===== config.mk =====
export PLATFORM = sky130hd
export DESIGN_NAME = gra_csr
export DESIGN_NICKNAME = d
export VERILOG_FILES = /design/src/sv/gra_pkg.sv /design/src/sv/gra_csr.sv
export SDC_FILE = /design/constraint.sdc
export NUM_CORES = 1
export LEC_CHECK = 0
export BUFFER_PORTS_ARGS = -buffer_cell sky130_fd_sc_hd__buf_2
export CORE_ASPECT_RATIO = 0.7
export CORE_MARGIN = 2
export CORE_UTILIZATION = 36
export DETAILED_ROUTE_END_ITERATION = 6
export GPL_TIMING_DRIVEN = 0
export PLACE_DENSITY = 0.94
export SKIP_CTS_REPAIR_TIMING = 1
export SLEW_MARGIN = 20
export SYNTH_ARGS = -nofsm -noshare
export SYNTH_HDL_FRONTEND = slang
export SYNTH_SLANG_ARGS = --single-unit

===== constraint.sdc =====
create_clock -name clock -period 1.9 [get_ports clock]
set_input_delay 0.285 -clock clock [delete_from_list [all_inputs] [get_ports clock]]
set_output_delay 0.285 -clock clock [all_outputs]
set_load 0.1 [all_outputs]

===== src/sv/gra_pkg.sv =====
// shared constants and types for the graph reachability block
`timescale 1ns / 1ps
package gra_pkg;

   localparam int MAX_NODES   = 1024;
   localparam int MAX_EDGES   = 4096;
   localparam int NODE_W      = $clog2(MAX_NODES);
   localparam int COUNT_W     = NODE_W + 1;
   localparam int EDGE_ADDR_W = $clog2(MAX_EDGES);
   localparam int FILL_W      = EDGE_ADDR_W + 1;

   localparam int CSR_DATA_W  = 32;
   localparam int CSR_ADDR_W  = 3;

   // register word index, taken from paddr above the byte offset
   localparam logic REG_NODE_COUNT = 1'b0;

   localparam logic ACT_ADD  = 1'b0;
   localparam logic ACT_EVAL = 1'b1;

   localparam logic [COUNT_W-1:0] NODE_COUNT_RESET = COUNT_W'(1);

   typedef struct packed {
      logic [NODE_W-1:0] src;
      logic [NODE_W-1:0] dst;
   } edge_type;

   typedef struct packed {
      logic               all_reached;
      logic [COUNT_W-1:0] reached_count;
      logic               edge_overflow;
   } result_type;

endpackage


===== src/sv/gra_csr.sv =====
// apb register file holding the node count
`timescale 1ns / 1ps
module gra_csr (
   input  logic                               clock,
   input  logic                               reset,
   input  logic                               psel,
   input  logic                               penable,
   input  logic                               pwrite,
   input  logic [gra_pkg::CSR_ADDR_W-1:0]     paddr,
   input  logic [gra_pkg::CSR_DATA_W-1:0]     pwdata,
   output logic [gra_pkg::CSR_DATA_W-1:0]     prdata,
   output logic                               pready,
   output logic [gra_pkg::COUNT_W-1:0]        node_count
);
   import gra_pkg::*;

   logic [COUNT_W-1:0] node_count_ff;
   logic [COUNT_W-1:0] node_count_in;
   logic               reg_sel;

   assign reg_sel = (paddr[CSR_ADDR_W-1] == REG_NODE_COUNT);

   always_comb begin
      node_count_in = node_count_ff;
      if (psel && penable && pwrite && reg_sel) begin
         node_count_in = pwdata[COUNT_W-1:0];
      end
   end

   always_ff @(posedge clock) begin
      if (reset) begin
         node_count_ff <= NODE_COUNT_RESET;
      end else begin
         node_count_ff <= node_count_in;
      end
   end

   always_comb begin
      prdata = '0;
      if (reg_sel) begin
         prdata = CSR_DATA_W'(node_count_ff);
      end
   end

   assign pready     = 1'b1;
   assign node_count = node_count_ff;

endmodule


==> flow_metrics.py, run 1 <==
metrics = {
    "placement": {
        "dpl_worst_slack_ns": 0.343,
        "globalplace.congestion": 0.639,
        "place_area_mm2": 0.00113,
        "io_buffers": 38,
        "place_hpwl_um": 1340,
    },
    "run_status": {
        "status": "finished with violations",
        "violations": "DRC",
    },
    "clock_network": {
        "clkTransAtPathRegs_ns": 0.07,
        "numClockSinks": 11,
        "clkLatencyLatePin_ns": 0.27,
        "root_buffer": "clkbuf_4",
        "cts_made_buffers": 3,
        "max-clock-path-buffers": 2,
        "htree_levels": 1,
        "cts_tree": "done",
    },
    "finish": {
        "final_common_cell": "buf_2",
        "drive_above_1_share_pct": 58.9,
        "area_delta_synth_final_pct": 54.1,
        "diodes": 0,
        "nFillCells": 180,
        "fin_area_mm2": 0.00116,
        "layout_common_cells": "buf_2 (39), buf_4 (22), conb_1 (22)",
        "final_nets": 187,
        "largest_reg_flops": 11,
        "post-route-util_pct": 60.4,
    },
    "timing": {
        "report.final.slew_viol_count": 0,
        "min_period_ns": 1.55,
        "setup_tns_ns": 0,
        "hold_viol_final": 0,
        "fmax_mhz": 647,
        "setup_violations": 0,
        "period_share_pct": 81.4,
        "fin_skew_ns": 0,
        "rsz0062_at_grt": "no",
        "tightest_slew_ns": 0.513,
        "fin_ws_ns": 0.354,
        "max_slew_margin_pct": 65.8,
    },
    "worst_setup_path": {
        "crit_type": "input pin to output pin",
        "crit_path_start_kind": "input pin",
        "critPathRequiredTime_ns": 1.62,
        "worst_setup_path_end_kind": "output pin",
        "arrival_ns": 1.26,
        "crit_fanout": 10,
    },
    "floorplan": {
        "initial_utilization_pct": 39.2,
        "die_height_um": 42.2,
        "die_w_um": 58.6,
        "dieArea_mm2": 0.00248,
        "num_rows": 13,
        "io_pins": 84,
        "coreArea_mm2": 0.00192,
    },
    "detailed_routing": {
        "wl_um": 1680,
        "vias": 650,
        "drc_errors": 5,
        "vias_per_cell": 3.87,
        "dr.pass1.iters": 6,
        "drt_iter0_drc": 15,
        "avgRoutedWirePerCell_um": 9.98,
        "detail-route-antenna-nets": 0,
    },
    "run": {
        "max_cap_viol_count": 0,
    },
    "grt": {
        "first_global_vias": 602,
        "grt_overflow": 0,
        "antenna_found_initial": 0,
        "grt_max_degree": 11,
        "grt_pass1_wl_um": 2580,
        "grt_util_all_layers_pct": 13.8,
    },
    "yosys": {
        "syn_inst": 84,
        "syn_area_um2": 752,
        "syn_avg_cell_area_um2": 8.95,
        "ys_warn_count": 0,
        "ys_types": 12,
        "synth-seq-area-share_pct": 29.3,
        "ys_ff_latch": 11,
    },
    "min_path": {
        "hold_class": "input pin to register",
    },
    "power": {
        "p_leak_nw": 0.603,
        "peakVddDrop_v": 0.000349,
        "powerDensity_mw_per_mm2": 666,
    },
}
Yosys cell counts:
| cell type | number | area (µm²) |
|---|---|---|
| and2b_1 | 1 | 7.51 |
| and4b_4 | 1 | 13.8 |
| buf_12 | 1 | 20.0 |
| buf_2 | 1 | 5.00 |
| buf_4 | 22 | 165 |
| clkbuf_1 | 2 | 7.51 |
| conb_1 | 2 | 7.51 |
| dfxtp_1 | 11 | 220 |
| mux2i_1 | 11 | 110 |
| nand2b_1 | 20 | 125 |
| nor2_1 | 2 | 7.51 |
| nor2b_1 | 10 | 62.6 |
per-layer routing:
| layer | wire, µm | vias to the layer above | GRT usage [%] | share of wire (%) |
|---|---|---|---|---|
| met5 | 0 | - | 0 | 0 |
| met4 | 0 | 0 | 4.09 | 0 |
| met1 | 645 | 279 | 14.8 | 38 |
| met3 | 156 | 0 | 3.70 | 9.3 |
| li1 | - | 339 | - | - |
| met2 | 875 | 32 | 26.1 | 52 |
layout make-up:
cell class	instances	area (µm²)	area share, %
clock buffers	4	26.3	2.27
multi-input cells	67	485	41.9
flip-flops and latches	11	231	20.0
repair buffers	38	190	16.4
plain buffers	26	198	17.1
well taps	22	27.5	2.38
path summary, 6_finish.rpt:
path | endpoint | slack (ns) | start | cells past startpoint
max | prdata[5] | 0.35 | paddr[2] | 4
min | node_count[7] | 0.26 | pwdata[7] | 3
max reg2reg | node_count[0] | 1.30 | node_count[0] | 2
min reg2reg | node_count[5] | 0.48 | node_count[5] | 2
worst max-delay path, cell delays in order:
cell and delay (ns):
buf_2 0.11, buf_2 0.28, nor2b_4 0.15, buf_2 0.43
metrics by stage:
| stage | hold slack [ns] | total power (W) | cells |
|---|---|---|---|
| floorplan | 0.432 | 0.000576 | 104 |
| global placement | 0.462 | 0.000606 | 164 |
| detailed placement | 0.472 | 0.000608 | 164 |
| CTS | 0.254 | 0.000778 | 168 |
| global route | 0.259 | 0.000805 | 168 |
| finish | 0.262 | 0.000772 | 168 |
cell families after synthesis:
kind of cell	Yosys count	share of synthesized area (%)
DFF	11	29.3
muxes	11	14.6
other	2	0.999
buffers and inverters	26	26.3
and+or+nand+nor	34	28.8
power breakdown:
group	switching (W)	leakage [nW]	internal (W)	total, W
clock network	0.0000868	0.0150	0.0000813	0.000168
registers	0.00000387	0.0925	0.000236	0.000240
logic	0.000292	0.495	0.0000724	0.000364
Note: power is estimated with default switching activity, not from simulation.
==> run 2: changes to the inputs <==
- CORE_UTILIZATION: 36 -> 30
- PLACE_DENSITY: 0.94 -> 0.85
- clock period: 1.9 -> 1.4 ns (I/O delays scaled with it)
==> run 2 against run 1 <==
The run now ends clean. Flip-flop and latch count stayed put. Wire length down 0.18%. Global-route usage is 3.0 points lower. Combinational power up 37%. Sequential power is 29% higher. First-iteration DRC count up 40%. Clock power grew 29%. Critical path depth is the same. Critical path type unchanged. Largest cell class unchanged.
==> flow_metrics.py, run 2 (synthesized netlist as in run 1, its figures left out) <==
metrics = {
    "run_status": {
        "status": "complete, no violations",
    },
    "clock_network": {
        "root_buffer": "clkbuf_4",
        "cts_tree": "done",
        "max-clock-path-buffers": 2,
        "clkTransAtPathRegs_ns": 0.07,
        "htree_levels": 1,
        "cts_made_buffers": 3,
        "numClockSinks": 11,
        "clkLatencyLatePin_ns": 0.26,
    },
    "timing": {
        "max_slew_margin_pct": 64.7,
        "fin_ws_ns": 0.0748,
        "whs_ns": 0.187,
        "tightest_slew_ns": 0.530,
        "hold_viol_final": 0,
        "period_share_pct": 94.7,
        "min_period_ns": 1.33,
        "report.final.slew_viol_count": 0,
        "fin_skew_ns": 0,
        "fmax_mhz": 755,
        "setup_violations": 0,
        "rsz0062_at_grt": "no",
    },
    "worst_setup_path": {
        "critPathRequiredTime_ns": 1.19,
        "r2r_end": "node_count[0]",
        "arrival_ns": 1.12,
        "reg2regPathDepth": 2,
        "crit_path_start_kind": "input pin",
        "crit_fanout": 10,
        "reg2reg_slack_ns": 0.78,
        "worst_setup_path_end_kind": "output pin",
        "crit_type": "input pin to output pin",
        "worst_r2r_startpoint": "node_count[0]",
    },
    "power": {
        "power_switching_share_pct": 49.7,
        "p_clk_share_pct": 21.2,
        "power.internal_w": 0.000516,
        "peakVddDrop_v": 0.000461,
        "seq_power_share_pct": 30.2,
        "switchingPower_w": 0.000509,
        "powerDensity_mw_per_mm2": 833,
        "power_frac_comb_pct": 48.6,
        "p_leak_nw": 0.599,
    },
    "detailed_routing": {
        "vias_per_cell": 3.70,
        "detail-route-antenna-nets": 0,
        "dr.pass1.iters": 3,
        "wl_um": 1670,
        "drt_iter0_drc": 21,
        "drc_errors": 0,
        "vias": 666,
        "avgRoutedWirePerCell_um": 9.30,
    },
    "floorplan": {
        "die_w_um": 63.8,
        "die_height_um": 45.9,
        "io_pins": 84,
        "coreArea_mm2": 0.00242,
        "dieArea_mm2": 0.00293,
        "num_rows": 15,
        "initial_utilization_pct": 31.1,
    },
    "finish": {
        "fin_area_mm2": 0.00123,
        "nFillCells": 233,
        "final_common_cell": "buf_2",
        "area_delta_synth_final_pct": 63.6,
        "seq_area_um2": 259,
        "drive_above_1_share_pct": 60.3,
        "fin_cells": 180,
        "post-route-util_pct": 50.8,
        "final_nets": 187,
        "diodes": 0,
        "largest_reg_flops": 11,
        "layout_common_cells": "buf_2 (28), buf_4 (22), conb_1 (22)",
        "multi_input_area_um2": 487,
    },
    "min_path": {
        "min_path_cells": 3,
        "holdCritStartpoint": "pwdata[2]",
        "hold_end": "node_count[2]",
        "hold_class": "input pin to register",
    },
    "grt": {
        "grt_max_degree": 11,
        "grt_overflow": 0,
        "grt_pass1_wl_um": 2370,
        "grt_util_all_layers_pct": 10.8,
        "antenna_found_initial": 0,
        "first_global_vias": 535,
    },
    "placement": {
        "io_buffers": 38,
        "place_hpwl_um": 1360,
        "globalplace.congestion": 0.575,
        "place_area_mm2": 0.00118,
        "dp.cells": 176,
        "dpl_worst_slack_ns": -0.0132,
    },
    "run": {
        "max_cap_viol_count": 0,
    },
}
==> run 2: through the flow <==
step	power (W)	TNS, ns
CTS	0.00104	-0.0375
finish	0.00103	0
global placement	0.000808	0
floorplan	0.000767	0
detailed placement	0.000812	-0.0295
global route	0.00108	0
==> run 2: area by class of cell <==
type	instances	share of cell area, %
Buffer	26	16.1
Multi-Input combinational cell	67	39.6
Clock buffer	4	2.14
Sequential cell	11	21.1
Tap cell	34	3.46
Timing Repair Buffer	38	17.7
==> run 2: metal layers <==
layer	part of all wire, %	routed length, µm	global-route usage [%]
met1	42	704	11.5
met2	51	851	20.8
met3	7.0	117	4.46
met4	0	0	1.30
met5	0	0	0
==> run 2: worst max path at each step <==
stage,startpoint,end,slack (ns),cells after the start
after global placement,paddr[2],prdata[7],0.02,4
after global routing,paddr[2],prdata[0],0.03,4
after CTS,paddr[2],prdata[7],-0.01,4
final,paddr[2],prdata[0],0.07,4
after detailed placement,paddr[2],prdata[7],-0.01,4
after floorplan,node_count[10],prdata[10],0.07,1
==> run 2: power groups by stage <==
| stage | registers (W) | logic [W] | clock network (W) |
|---|---|---|---|
| after floorplan | 0.000368 | 0.000400 | 0 |
| after global placement | 0.000317 | 0.000491 | 0 |
| after detailed placement | 0.000317 | 0.000495 | 0 |
| after CTS | 0.000310 | 0.000495 | 0.000234 |
| after global routing | 0.000311 | 0.000515 | 0.000255 |
| final | 0.000310 | 0.000498 | 0.000217 |
==> run 2: worst max-delay path: stages <==
cell and delay, ns:
buf_2 0.09, buf_2 0.45, nor2b_4 0.06, clkbuf_4 0.29
